$ cat config.mk
export PLATFORM = sky130hd
export DESIGN_NAME = spectrum_band_averager_core
export DESIGN_NICKNAME = d
export VERILOG_FILES = /design/src/sba_pkg.sv /design/src/spectrum_band_averager_core.sv
export SDC_FILE = /design/constraint.sdc
export NUM_CORES = 1
export LEC_CHECK = 0
export ABC_AREA = 1
export CAP_MARGIN = 10
export CORE_MARGIN = 10
export CORE_UTILIZATION = 45
export DETAILED_ROUTE_END_ITERATION = 7
export DONT_BUFFER_PORTS = 1
export PLACE_DENSITY = 0.66
export SLEW_MARGIN = 25
export SYNTH_ARGS = -nofsm -noshare
export SYNTH_HDL_FRONTEND = slang
export SYNTH_SLANG_ARGS = --single-unit
export TNS_END_PERCENT = 10
$ cat constraint.sdc
create_clock -name clk -period 5.5 [get_ports clk]
set_input_delay 0.55 -clock clk [delete_from_list [all_inputs] [get_ports clk]]
set_output_delay 0.55 -clock clk [all_outputs]
set_load 0.005 [all_outputs]
$ cat src/sba_pkg.sv
package sba_pkg;

    localparam int MAG_W      = 15;
    localparam int LIMIT_W    = 10;
    localparam int SUM_W      = 25;
    localparam int BAND_W     = 4;
    localparam int BAND_NUM_W = 3;
    localparam int NUM_REGS   = 8;
    localparam int REG_IDX_W  = 3;
    localparam int DIV_CNT_W  = $clog2(SUM_W);

    localparam int NUM_BANDS_DEF = 8;
    localparam int MAX_BINS_DEF  = 1024;

    typedef logic [LIMIT_W-1:0] limit_t;

    localparam limit_t LIMIT_RESET [NUM_REGS] = '{
        limit_t'(1), limit_t'(3), limit_t'(7), limit_t'(15),
        limit_t'(31), limit_t'(63), limit_t'(127), limit_t'(255)
    };

    typedef enum logic [2:0] {
        ST_IDLE,
        ST_CHECK,
        ST_DIV,
        ST_LOAD,
        ST_SEND,
        ST_FINISH
    } sba_state_t;

endpackage

$ cat src/spectrum_band_averager_core.sv
// channel | direction | handshake          | payload
// --------+-----------+--------------------+---------------------------------------
// in      | input     | in_valid/in_ready  | magnitude, frame_end
// out     | output    | out_valid/out_ready| band_level, band_number, last_of_run
// cfg     | input     | cfg_we             | cfg_index, cfg_data
//
// A bin that closes no band goes through ST_CHECK and ST_FINISH before in_ready
// returns. Each band that closes goes through ST_CHECK, ST_LOAD and ST_SEND and
// waits in ST_SEND on out_ready; a band with bins also runs the shared restoring
// divider in ST_DIV (one quotient bit per cycle) before ST_LOAD.
// Reset clears the bin counter, band index, band start and sum, and loads the
// default band limits. in_ready is low while a bin is in flight; a stalled
// output word holds the sequencer in place.
module spectrum_band_averager_core #(
    parameter int NUM_BANDS = sba_pkg::NUM_BANDS_DEF,
    parameter int MAX_BINS  = sba_pkg::MAX_BINS_DEF
) (
    input  logic                             clk,
    input  logic                             rst_n,
    input  logic                             in_valid,
    output logic                             in_ready,
    input  logic [sba_pkg::MAG_W-1:0]        magnitude,
    input  logic                             frame_end,
    output logic                             out_valid,
    input  logic                             out_ready,
    output logic [sba_pkg::MAG_W-1:0]        band_level,
    output logic [sba_pkg::BAND_NUM_W-1:0]   band_number,
    output logic                             last_of_run,
    input  logic                             cfg_we,
    input  logic [sba_pkg::REG_IDX_W-1:0]    cfg_index,
    input  logic [sba_pkg::LIMIT_W-1:0]      cfg_data
);

    localparam int CW   = $clog2(MAX_BINS);
    localparam int CMPW = (CW > sba_pkg::LIMIT_W) ? CW : sba_pkg::LIMIT_W;

    sba_pkg::sba_state_t state_reg, state_next;

    sba_pkg::limit_t limit_reg [sba_pkg::NUM_REGS];

    logic [CW-1:0]                   bin_reg, bin_next;
    logic [sba_pkg::BAND_W-1:0]      band_reg, band_next;
    logic [CW-1:0]                   start_reg, start_next;
    logic [sba_pkg::SUM_W-1:0]       sum_reg, sum_next;
    logic                            end_reg, end_next;
    logic                            out_valid_reg, out_valid_next;

    logic [sba_pkg::MAG_W-1:0]       level_reg, level_next;
    logic [sba_pkg::BAND_NUM_W-1:0]  num_reg, num_next;
    logic                            last_reg, last_next;
    logic [sba_pkg::SUM_W-1:0]       quo_reg, quo_next;
    logic [CW:0]                     rem_reg, rem_next;
    logic [CW:0]                     den_reg, den_next;
    logic [sba_pkg::DIV_CNT_W-1:0]   cnt_reg, cnt_next;

    sba_pkg::limit_t                 lim_sel;
    logic                            band_active;
    logic                            band_empty;
    logic                            band_hit;
    logic                            band_closes;
    logic [CW+1:0]                   trial;
    logic                            trial_ge;

    assign lim_sel     = limit_reg[band_reg[sba_pkg::REG_IDX_W-1:0]];
    assign band_active = band_reg < sba_pkg::BAND_W'(NUM_BANDS);
    assign band_empty  = CMPW'(lim_sel) < CMPW'(start_reg);
    assign band_hit    = CMPW'(lim_sel) <= CMPW'(bin_reg);
    assign band_closes = band_active && (band_empty || band_hit);

    // one restoring step: shift in the next dividend bit, subtract if it fits
    assign trial    = {rem_reg, quo_reg[sba_pkg::SUM_W-1]};
    assign trial_ge = trial >= {1'b0, den_reg};

    assign in_ready    = state_reg == sba_pkg::ST_IDLE;
    assign out_valid   = out_valid_reg;
    assign band_level  = level_reg;
    assign band_number = num_reg;
    assign last_of_run = last_reg;

    always_comb
    begin
        state_next     = state_reg;
        bin_next       = bin_reg;
        band_next      = band_reg;
        start_next     = start_reg;
        sum_next       = sum_reg;
        end_next       = end_reg;
        out_valid_next = out_valid_reg;
        level_next     = level_reg;
        num_next       = num_reg;
        last_next      = last_reg;
        quo_next       = quo_reg;
        rem_next       = rem_reg;
        den_next       = den_reg;
        cnt_next       = cnt_reg;

        case (state_reg)
            sba_pkg::ST_IDLE:
            begin
                if (in_valid)
                begin
                    end_next = frame_end;
                    if (band_active)
                    begin
                        sum_next = sum_reg + sba_pkg::SUM_W'(magnitude);
                    end
                    state_next = sba_pkg::ST_CHECK;
                end
            end
            sba_pkg::ST_CHECK:
            begin
                num_next = band_reg[sba_pkg::BAND_NUM_W-1:0];
                if (!band_closes)
                begin
                    state_next = sba_pkg::ST_FINISH;
                end
                else if (band_empty)
                begin
                    // empty band: report zero, keep band start
                    level_next = '0;
                    band_next  = band_reg + 1'b1;
                    state_next = sba_pkg::ST_LOAD;
                end
                else
                begin
                    den_next   = (CW+1)'(bin_reg) - (CW+1)'(start_reg) + 1'b1;
                    quo_next   = sum_reg;
                    rem_next   = '0;
                    cnt_next   = '0;
                    state_next = sba_pkg::ST_DIV;
                end
            end
            sba_pkg::ST_DIV:
            begin
                if (trial_ge)
                begin
                    rem_next = (CW+1)'(trial - {1'b0, den_reg});
                end
                else
                begin
                    rem_next = trial[CW:0];
                end
                quo_next = {quo_reg[sba_pkg::SUM_W-2:0], trial_ge};
                cnt_next = cnt_reg + 1'b1;
                if (cnt_reg == sba_pkg::DIV_CNT_W'(sba_pkg::SUM_W - 1))
                begin
                    level_next = quo_next[sba_pkg::MAG_W-1:0];
                    sum_next   = '0;
                    start_next = bin_reg + 1'b1;
                    band_next  = band_reg + 1'b1;
                    state_next = sba_pkg::ST_LOAD;
                end
            end
            sba_pkg::ST_LOAD:
            begin
                // look ahead at the next band to flag the final word
                last_next      = !band_closes;
                out_valid_next = 1'b1;
                state_next     = sba_pkg::ST_SEND;
            end
            sba_pkg::ST_SEND:
            begin
                if (out_ready)
                begin
                    out_valid_next = 1'b0;
                    state_next     = last_reg ? sba_pkg::ST_FINISH : sba_pkg::ST_CHECK;
                end
            end
            sba_pkg::ST_FINISH:
            begin
                if (end_reg || (bin_reg >= CW'(MAX_BINS - 1)))
                begin
                    bin_next   = '0;
                    band_next  = '0;
                    start_next = '0;
                    sum_next   = '0;
                end
                else
                begin
                    bin_next = bin_reg + 1'b1;
                end
                state_next = sba_pkg::ST_IDLE;
            end
            default:
            begin
                state_next = sba_pkg::ST_IDLE;
            end
        endcase
    end

    always_ff @(posedge clk or negedge rst_n)
    begin
        if (!rst_n)
        begin
            state_reg     <= sba_pkg::ST_IDLE;
            bin_reg       <= '0;
            band_reg      <= '0;
            start_reg     <= '0;
            sum_reg       <= '0;
            end_reg       <= 1'b0;
            out_valid_reg <= 1'b0;
            for (int i = 0; i < sba_pkg::NUM_REGS; i++)
            begin
                limit_reg[i] <= sba_pkg::LIMIT_RESET[i];
            end
        end
        else
        begin
            state_reg     <= state_next;
            bin_reg       <= bin_next;
            band_reg      <= band_next;
            start_reg     <= start_next;
            sum_reg       <= sum_next;
            end_reg       <= end_next;
            out_valid_reg <= out_valid_next;
            if (cfg_we)
            begin
                limit_reg[cfg_index] <= cfg_data;
            end
        end
    end

    always_ff @(posedge clk)
    begin
        level_reg <= level_next;
        num_reg   <= num_next;
        last_reg  <= last_next;
        quo_reg   <= quo_next;
        rem_reg   <= rem_next;
        den_reg   <= den_next;
        cnt_reg   <= cnt_next;
    end

endmodule

# Yosys cells after proc, flatten, opt, wreduce, memory -nomap -nowiden
# Index checks and enable logic that the tools add are counted.
# classes
addsub,7
mul,0
n_div,0
n_lt_le_gt_ge,8
eq_ne,14
shift,0
mux,43
n_bitwise,3
n_reduce_logical,20
# ops
cell,count
25-bit 2-to-1 mux,6
80-bit bitwise mux,1
25-bit case mux with 3 select lines,1
10-bit 2-to-1 mux,6
25-bit case mux with 2 select lines,1
15-bit 2-to-1 mux,3
11-bit 2-to-1 mux,3
10-bit binary-select mux with 3-bit select,1
10-bit demux with 3-bit select,1
15-bit case mux with 2 select lines,1
25-bit by 15-bit adder with 25-bit output,1
11-bit case mux with 2 select lines,1
10-bit case mux with 2 select lines,1
4-bit 2-to-1 mux,4
3-bit 2-to-1 mux,5
3-bit case mux with 5 select lines,1
"2-bit != test, second input constant",7
12-bit by 11-bit >= comparator with 1-bit output,1
4-bit case mux with 3 select lines,1
3-bit AND reduction,4
"11-bit by 1-bit adder with 11-bit output, second input constant",1
10-bit by 10-bit subtractor with 11-bit output,1
11-bit subtractor,1
"10-bit by 1-bit adder with 10-bit output, second input constant",1
other kinds (28),41
# totals
ff_bits,205
latchBits,0
ramBits,0
romBits,0
input_bits,34
output_inout_bits,21
word_cells,117
mem_count,0

# Logic depth before layout (Yosys ltp)
# Gate-level depths: netlist (run 1).
# depth
ltp_word,9
mapped_depth,21
depth_no_buf,18

# Least setup slack after synthesis (run 1)
# OpenSTA, ideal clock, no wires.
# synth_timing
path_kind,reg-to-reg
from,register band_reg[0] (netlist bit)
to,"register cnt_reg[0] (netlist bit), enable pin"
setup_ps,453
t_arrival_ps,4583
required_ps,5047
slack_ps,464
path_stages_with_launch,17
path_buffers,3
period_less_slack_ps,5036
path_cell_list,dfrtp_1 -> buf_2 -> inv_1 -> clkbuf_1 -> clkbuf_1 -> nor2_1 -> o22ai_1 -> nor2_1 -> a31oi_1 -> ha_1 -> a21oi_1 -> nor2_1 -> nor3_1 -> nand2_1 -> o21a_1 -> nand3b_1 -> a21oi_1
# synth_between
elab_chain_cells,9
word_cells_on_any_way,12
classes_between,3 x order compare; 2 x eq/ne; 3 x mux; 1 x bitwise; 3 x reduce/logical
# synth_lines
item,line,source
from (decl),spectrum_band_averager_core.sv:42,"logic [sba_pkg::BAND_W-1:0] band_reg, band_next;"
from (signal assigned),spectrum_band_averager_core.sv:211,band_reg <= band_next;
3-bit NOT with 4-bit output (implied by the code),spectrum_band_averager_core.sv:64,assign lim_sel = limit_reg[band_reg[sba_pkg::REG_IDX_W-1:0]];
10-bit binary-select mux with 3-bit select,spectrum_band_averager_core.sv:64,
10-bit 2-to-1 mux (implied by the code) (2 in series),spectrum_band_averager_core.sv:64,
10-bit less-than comparator or 10-bit <= comparator (tied branches),"spectrum_band_averager_core.sv:66, spectrum_band_averager_core.sv:67",
1-bit logical OR,spectrum_band_averager_core.sv:68,assign band_closes = band_active && (band_empty || band_hit);
1-bit logical AND,spectrum_band_averager_core.sv:68,
2-bit != test (no source line),n/a,
3-bit AND reduction (no source line) *,n/a,
to (signal assigned),spectrum_band_averager_core.sv:231,cnt_reg <= cnt_next;
to (decl),spectrum_band_averager_core.sv:54,"logic [sba_pkg::DIV_CNT_W-1:0] cnt_reg, cnt_next;"
# Every way passes the cells marked *; elsewhere a longest branch is shown, timed or not. The select of a mux whose other input is x is not followed.
# A chain may end at the register's enable or synchronous reset.

# Worst setup path after layout (run 1)
# layout_timing
from,register band_reg[0] (netlist bit)
to,"register quo_reg[9] (netlist bit), enable pin"
# layout_between
elab_chain_cells,9
word_cells_on_any_way,12
classes_between,3 x order compare; 2 x eq/ne; 3 x mux; 1 x bitwise; 3 x reduce/logical
# layout_lines
item,line,source
3-bit NOT with 4-bit output (implied by the code),spectrum_band_averager_core.sv:64,
10-bit binary-select mux with 3-bit select,spectrum_band_averager_core.sv:64,
10-bit 2-to-1 mux (implied by the code) (2 in series),spectrum_band_averager_core.sv:64,
10-bit less-than comparator or 10-bit <= comparator (tied branches),"spectrum_band_averager_core.sv:66, spectrum_band_averager_core.sv:67",
1-bit logical OR,spectrum_band_averager_core.sv:68,
1-bit logical AND,spectrum_band_averager_core.sv:68,
2-bit != test (no source line),n/a,
3-bit AND reduction (no source line) *,n/a,
to (signal assigned),spectrum_band_averager_core.sv:228,quo_reg <= quo_next;
to (decl),spectrum_band_averager_core.sv:51,"logic [sba_pkg::SUM_W-1:0] quo_reg, quo_next;"
# Marked as above.

==> impl_metrics.tcl, run 1 <==
set metrics [dict create \
    status "finished clean" \
    initial_core_utilization_pct 45.6 \
    hold_path_class "in2async" \
    yosys_register_bits 205 \
    num_vias 8355 \
    max_slew.worst_pin.slew_ns 0.960 \
    detailedRoute.firstIterationViolations 596 \
    cellLeakagePower_nw 5.39 \
    antenna_found_initial 0 \
    avg_vias_per_cell 5.29 \
    synth_edf_count 71 \
    final_nets 1344 \
    antenna_cells 0 \
    pin_count_of_the_biggest_net_entering_global_routing 135 \
    die_area_um2 31200 \
    finalSetupTns_ns 0 \
    period_needed_ns 4.32 \
    wire_length_of_the_first_global_routing_pass_um 42200 \
    avgRoutedWirePerCell_um 16.0 \
    grt_util_all_layers_pct 16.3 \
    synth_top_area_share_pct 22.2 \
    cts-buffers-inserted 22 \
    yosys-top-cells-area "sky130_fd_sc_hd__dfrtp_1 (22%), sky130_fd_sc_hd__edfxtp_1 (19%), sky130_fd_sc_hd__dfstp_2 (8.6%)" \
    io_pins 55 \
    rows 57 \
    worst_setup_path_end_kind "register" \
    grt_setup_unrepaired "false" \
    synth_sequential_area_ratio_pct 50.2 \
    area.growth.synth_to_final_pct 9.24 \
    clock_sinks 205 \
    power_density_over_cell_area_nw_per_um2 573 \
    worst_skew_pair.late_latency_ns 0.50 \
    total_of_fill_cells_in_the_finished_design 2244 \
    drc 0 \
    clk_skew_ns 0.0189 \
    timing.max_cap.violations 0 \
    port_buffers 0 \
    synthesis.nets 1357 \
    async_flop_share_pct 65.4 \
    hpwl_um 17900 \
    dieWidth_um 177 \
    syn_area_um2 11000 \
    globalplace.congestion 0.893 \
    cts.root.buffer_cell "sky130_fd_sc_hd__clkbuf_16" \
    floorplan.die.height_um 177 \
    totalWireLength_um 25300 \
    share_of_final_layout_standard_cells_stronger_than_drive_strength_1_pct 7.73 \
    first_global_vias 8163 \
    irDropWorstVdd_uv 323 \
    cts_setup_buffers 0 \
    worst_setup_path_start_kind "register" \
    timing.final.crit_share_pct 78.6 \
    ys_warn_count 0 \
    global_route.overflow_total 0 \
    core_region_area_um2 24200 \
    synthCells 1252 \
    report.final.hold_viol_count 0 \
    crit_required_ns 5.70 \
    path_class "reg2reg" \
    setup_viol_count_final 0 \
    synth_ff_type "sky130_fd_sc_hd__dfrtp_1" \
    worst_ep_arrival_time_ns 4.53 \
    path_max_fanout 32 \
    first_drt_pass_iteration_count 5 \
    worst_setup_hold_path_clk_slew_ns 0.06 \
    clock_tree.buffer_depth 3 \
    largest_reg_flops 80 \
    maximum_clock_rate_mhz 231 \
    final_cell_count_no_fill 1579 \
    cts_tree "yes" \
    antenna_left 0 \
    synthDominantAreaCellType "sky130_fd_sc_hd__dfrtp_1" \
    placed_cells 1538 \
    yosysUniqueCellTypes 43 \
    postSynthAreaPerCell_um2 8.80 \
    timing.final.max_slew_violations 0 \
    max_transition_margin_pct 35.9 \
    clock_tree.htree_level_count 1 \
]
## placed cells by master (no fill, tap or decap), types with 3 or more instances in the layout
master                      instances
sky130_fd_sc_hd__a21oi_1           57
sky130_fd_sc_hd__o21ai_0          155
sky130_fd_sc_hd__o21bai_1          16
sky130_fd_sc_hd__clkbuf_16         23
sky130_fd_sc_hd__edfxtp_1          71
sky130_fd_sc_hd__a31oi_1           11
sky130_fd_sc_hd__clkinv_2           5
sky130_fd_sc_hd__xnor2_1           17
sky130_fd_sc_hd__dfstp_2           36
sky130_fd_sc_hd__ha_1              68
sky130_fd_sc_hd__fa_1               3
sky130_fd_sc_hd__inv_2              3
sky130_fd_sc_hd__clkinv_1           3
sky130_fd_sc_hd__nor3_1             8
sky130_fd_sc_hd__nand2_1          249
sky130_fd_sc_hd__nand3_1           33
sky130_fd_sc_hd__buf_4              7
sky130_fd_sc_hd__clkbuf_8           3
sky130_fd_sc_hd__nand4_1            9
sky130_fd_sc_hd__inv_1            157
sky130_fd_sc_hd__nor2_1           115
sky130_fd_sc_hd__xor2_1            23
sky130_fd_sc_hd__dfrtp_1           98
sky130_fd_sc_hd__nor4_1             3
sky130_fd_sc_hd__o22ai_1           39
sky130_fd_sc_hd__o211ai_1          12
## routing by layer
layer  track usage (%)  wire length [um]  vias up
li1                  -                 -     4173
met1              22.7             11800     3960
met2              26.0             11700      194
met3              2.88              1450       28
met4              3.29               400        0
met5                 0                 0        -
## power breakdown
| group | switching (W) | internal (W) |
|---|---|---|
| Sequential | 0.000308 | 0.00228 |
| Clock | 0.000611 | 0.000806 |
| Combinational | 0.00188 | 0.00101 |
## cells in the mapped netlist (all sizes together) (34+ instances only)
master  number
dfstp       36
a21oi       59
inv        160
edfxtp      71
dfrtp       98
nor2       118
o21ai      157
nand3       34
clkbuf      36
ha          68
nand2      251
o22ai       39
## critical path, stage by stage, from the launching register on
cell	delay [ns]
sky130_fd_sc_hd__dfrtp_1	0.37
sky130_fd_sc_hd__inv_1	0.65
sky130_fd_sc_hd__o21ai_0	0.19
sky130_fd_sc_hd__o22ai_1	0.15
sky130_fd_sc_hd__nor2_1	0.06
sky130_fd_sc_hd__a31oi_1	0.33
sky130_fd_sc_hd__ha_1	0.32
sky130_fd_sc_hd__nand2_1	0.10
sky130_fd_sc_hd__nor2_1	0.06
sky130_fd_sc_hd__o211ai_1	0.10
sky130_fd_sc_hd__nand2_1	0.07
sky130_fd_sc_hd__o21a_1	0.19
sky130_fd_sc_hd__nand3b_1	0.27
sky130_fd_sc_hd__a21oi_4	0.82
sky130_fd_sc_hd__buf_4	0.32
## what timing repair did
action                                 4_1_cts  5_1_grt
hold buffers                                 1        0
setup endpoints to repair                    0        0
resized for setup                            0        0
endpoints found under the hold margin      134        0
## kinds of logic after synthesis
| group | Yosys count | synth area share, % |
|---|---|---|
| compound gates | 302 | 15.3 |
| xor+xnor | 40 | 3.18 |
| fa+ha+maj | 71 | 8.26 |
| buf+inv | 205 | 7.15 |
| flops | 205 | 50.2 |
| mux | 1 | 0.102 |
| simple gates | 428 | 15.8 |
## layout make-up
cell class | instances | area, um^2 | share of cell area [%]
Clock buffer | 28 | 624 | 5.19
Timing Repair Buffer | 8 | 80.1 | 0.665
Sequential cell | 205 | 5530 | 45.9
Clock inverter | 12 | 68.8 | 0.572
Multi-Input combinational cell | 842 | 4730 | 39.3
Tap cell | 324 | 405 | 3.37
Inverter | 160 | 601 | 4.99
## stage by stage
stage          instance area, um^2  setup WS [ns]  hold slack, ns  util (%)  total power, W
2_1_floorplan                11000          0.464           0.254         -         0.00472
3_5_place_dp                 11300           1.20           0.269      46.8         0.00547
5_1_grt                      12000          0.853          0.0851      49.8         0.00747
6_report                     12000           1.18          0.0236      49.8         0.00690
4_1_cts                      12000           1.18          0.0672      49.8         0.00693
3_3_place_gp                 11300           1.37           0.271      46.8         0.00539
## final timing paths
path / endpoint / slack, ns / startpoint / depth (start not counted)
worst max-delay path: quo_reg[9]$_DFFE_PP_ / 1.18 / band_reg[0]$_DFFE_PN0P_ / 14
worst min-delay path: limit_reg[27]$_DFFE_PN0P_ / 0.02 / rst_n / 1
worst min register to register: limit_reg[57]$_DFFE_PN0P_ / 0.48 / limit_reg[57]$_DFFE_PN0P_ / 2
max in group asynchronous: limit_reg[72]$_DFFE_PN0P_ / 4.94 / rst_n / 1
worst max register to register: quo_reg[9]$_DFFE_PP_ / 1.18 / band_reg[0]$_DFFE_PN0P_ / 14
min in group clk: limit_reg[1]$_DFFE_PN1P_ / 0.17 / cfg_data[1] / 2
(Power assumes the default switching activity.)
==> run 2: changes to the inputs <==
ABC_AREA = 0   (was 1)
clock period = 4.06 ns   (was 5.5 ns; I/O delays follow)
==> impl_metrics.tcl, run 2 <==
set metrics [dict create \
    netSwitchingFraction_pct 35.0 \
    yosys-top-cells-area "sky130_fd_sc_hd__dfrtp_1 (22%), sky130_fd_sc_hd__edfxtp_1 (19%), sky130_fd_sc_hd__mux2_2 (9.1%)" \
    placement_cell_area_um2 11500 \
    antenna_cells 0 \
    synthCells 956 \
    globalRoute.busiestLayer "met2" \
    core_region_area_um2 24300 \
    synth_top_area_share_pct 22.1 \
    max_transition_margin_pct 45.9 \
    clk_skew_ns 0.0277 \
    grt_util_all_layers_pct 15.1 \
    layout.cells.most_common "sky130_fd_sc_hd__dfrtp_1" \
    hold-path-cell-count 1 \
    synthesis.nets 1061 \
    timing.max_cap.violations 0 \
    hold_path_class "in2reg" \
    worst_ep_arrival_time_ns 3.93 \
    finalSetupTns_ns 0 \
    r2r_setup_slack_ns 0.33 \
    irDropWorstVdd_uv 415 \
    share_of_final_layout_standard_cells_stronger_than_drive_strength_1_pct 22.0 \
    share_seq_of_total_power_pct 37.5 \
    setup_viol_count_final 0 \
    yosys.area_share.xor_xnor_pct 3.00 \
    finalPower_w 0.00921 \
    met3_usage_pct 2.58 \
    final_nets 1067 \
    io_pins 55 \
    timing.final.crit_share_pct 92.0 \
    switching_power_w 0.00322 \
    pin_count_of_the_biggest_net_entering_global_routing 135 \
    ys_warn_count 0 \
    r2r_start "band_reg[0]$_DFFE_PN0P_" \
    antenna_found_initial 0 \
    first_drt_pass_iteration_count 5 \
    maximum_clock_rate_mhz 268 \
    area.growth.synth_to_final_pct 11.2 \
    grt_setup_unrepaired "false" \
    avg_vias_per_cell 5.66 \
    synth_sequential_area_ratio_pct 49.8 \
    post_synth_most_frequent_cells "sky130_fd_sc_hd__dfrtp_1 (98), sky130_fd_sc_hd__mux2_2 (90), sky130_fd_sc_hd__nand2_1 (87), sky130_fd_sc_hd__edfxtp_1 (71), sky130_fd_sc_hd__ha_1 (68)" \
    timing.critical_path.cells "buf_12, mux4_2, mux2_2, ha_1, nand2_1, o311ai_0, and4_4, or2_4, nand2_1, o21ai_4, buf_12" \
    synth_adder_area_share_pct 8.20 \
    synth_ff_type "sky130_fd_sc_hd__dfrtp_1" \
    crit_required_ns 4.26 \
    global_route.overflow_total 0 \
    worst_setup_hold_path_clk_slew_ns 0.07 \
    worstHoldStart "cfg_data[3]" \
    crit_slowest_cell "sky130_fd_sc_hd__mux4_2" \
    async_flop_share_pct 65.4 \
    worst_setup_path_end_kind "register" \
    post_synth_mux_area_share_pct 14.2 \
    cts-buffers-inserted 23 \
    synth_simple_gate_area_share_pct 11.3 \
    clock_sinks 205 \
    period_needed_ns 3.73 \
    synth_compound_gate_area_share_pct 10.5 \
    postSynthAreaPerCell_um2 11.6 \
    synthDominantAreaCellType "sky130_fd_sc_hd__dfrtp_1" \
    grt_util_met2_pct 24.3 \
    power_density_over_cell_area_nw_per_um2 745 \
    yosys_register_bits 205 \
    setup_slack_ns 0.326 \
    path_class "reg2reg" \
    finish.instance_area_um2 12400 \
    antenna_left 0 \
    floorplan.die.height_um 177 \
    max_slew.worst_pin.slew_ns 0.809 \
    crit_path_max_incr_delay_ns 0.51 \
    met1_usage_pct 20.6 \
    cts_tree "yes" \
    clock_power_share_pct 22.9 \
    path_max_fanout 31 \
    cellLeakagePower_nw 5.09 \
    detailedRoute.firstIterationViolations 444 \
    initial_core_utilization_pct 45.7 \
    worstReg2RegEnd "quo_reg[0]$_DFFE_PP_" \
    drc 0 \
    syn_area_um2 11100 \
    hpwl_um 16400 \
    cts.root.buffer_cell "sky130_fd_sc_hd__clkbuf_16" \
    worst_skew_pair.late_latency_ns 0.53 \
    layout_common_cells "sky130_fd_sc_hd__dfrtp_1 (97), sky130_fd_sc_hd__mux2_2 (90), sky130_fd_sc_hd__nand2_1 (87)" \
    port_buffers 0 \
    die_area_um2 31400 \
    synth_top_family_by_area "multiplexers" \
    avgRoutedWirePerCell_um 18.2 \
    timing.final.max_slew_violations 0 \
    timing.reg2reg.worst_path_depth 11 \
    worst_setup_path_start_kind "register" \
    status "finished clean" \
    timing.hold.worst_endpoint "limit_reg[43]$_DFFE_PN1P_" \
    num_vias 7374 \
    report.final.hold_viol_count 0 \
    wire_length_of_the_first_global_routing_pass_um 39000 \
    first_global_vias 7287 \
    clock_tree.buffer_depth 3 \
    place_ws_ns 0.168 \
    synth_edf_count 71 \
    yosysUniqueCellTypes 65 \
    pint_w 0.00599 \
    totalWireLength_um 23700 \
    synth.most_common_cell "sky130_fd_sc_hd__dfrtp_1" \
    rows 57 \
    final_core_util_pct 50.8 \
    clock_tree.htree_level_count 1 \
    p_comb_share_pct 39.6 \
    globalplace.congestion 0.873 \
    largest_reg_flops 80 \
    dieWidth_um 177 \
]
## run 2: cell count changes after synthesis, sizes merged, moves of 29 or more
cell and change:
o21ai -105, nor2 -80, mux2 +89, a21o +29, inv -111, nand2 -164
## run 2: how the worst max path moves through the flow
| stage | slack [ns] | end | from | depth (start not counted) |
|---|---|---|---|---|
| global placement | 0.26 | den_reg[5]$_DFFE_PP_ | band_reg[1]$_DFFE_PN0P_ | 10 |
| detailed placement | 0.17 | den_reg[7]$_DFFE_PP_ | band_reg[1]$_DFFE_PN0P_ | 10 |
| floorplan | 0.05 | cnt_reg[0]$_SDFFCE_PP0P_ | band_reg[0]$_DFFE_PN0P_ | 11 |
| global route | 0.06 | quo_reg[23]$_DFFE_PP_ | band_reg[0]$_DFFE_PN0P_ | 11 |
| CTS | 0.15 | den_reg[7]$_DFFE_PP_ | band_reg[1]$_DFFE_PN0P_ | 10 |
| finish | 0.33 | quo_reg[0]$_DFFE_PP_ | band_reg[0]$_DFFE_PN0P_ | 11 |
## run 2: cell families (layout without fill, tap and decap cells)
logic type | after synthesis | count (layout)
XOR/XNOR | 38 | 38
AND/OR/NAND/NOR | 252 | 252
AO/OA/AOI/OAI | 185 | 185
adder cells (fa/ha/maj) | 71 | 71
flip-flops | 205 | 205
multiplexers | 120 | 120
buffers and inverters | 85 | 108
## run 2: cell type report
cell class	count	area, um^2
clock buffer	33	664
clock inverter	9	113
fill	2132	12000
inverter	49	184
multi-input combinational	666	5280
sequential	205	5530
tap	324	405
timing repair buffer	17	175
## run 2: worst max-delay path, delay by kind of cell (launching register included)
kind            cells  cell delay, ns
fa+ha+maj           1            0.30
simple gates        4            0.66
buf+inv             2            0.45
mux                 2            0.80
compound gates      2            0.76
flops               1            0.39
## run 2: repair_timing
action | in CTS | in global routing
hold endpoints to repair | 134 | 0
setup buffers | 0 | 0
hold buffers | 2 | 0
setup endpoints to repair | 0 | 42
gates resized for setup | 0 | 2
## run 2: per-stage QoR
step,hold slack (ns),std cells
after floorplan,0.110,956
after global placement,0.117,1259
after detailed placement,0.117,1259
after CTS,0.00648,1303
after global routing,0.0133,1303
final,0.0259,1303
## run 2: metal layers
metal | vias to the layer above | part of all wire, %
li1 | 3514 | -
met1 | 3684 | 46
met2 | 147 | 47
met3 | 29 | 4.4
met4 | 0 | 2.0
met5 | - | 0
## run 2: power groups by stage
stage | registers [W] | clock network (W) | logic (W)
floorplan | 0.00328 | 0 | 0.00291
global placement | 0.00348 | 0 | 0.00353
detailed placement | 0.00349 | 0 | 0.00361
CTS | 0.00346 | 0.00216 | 0.00367
global route | 0.00353 | 0.00225 | 0.00408
finish | 0.00346 | 0.00211 | 0.00364
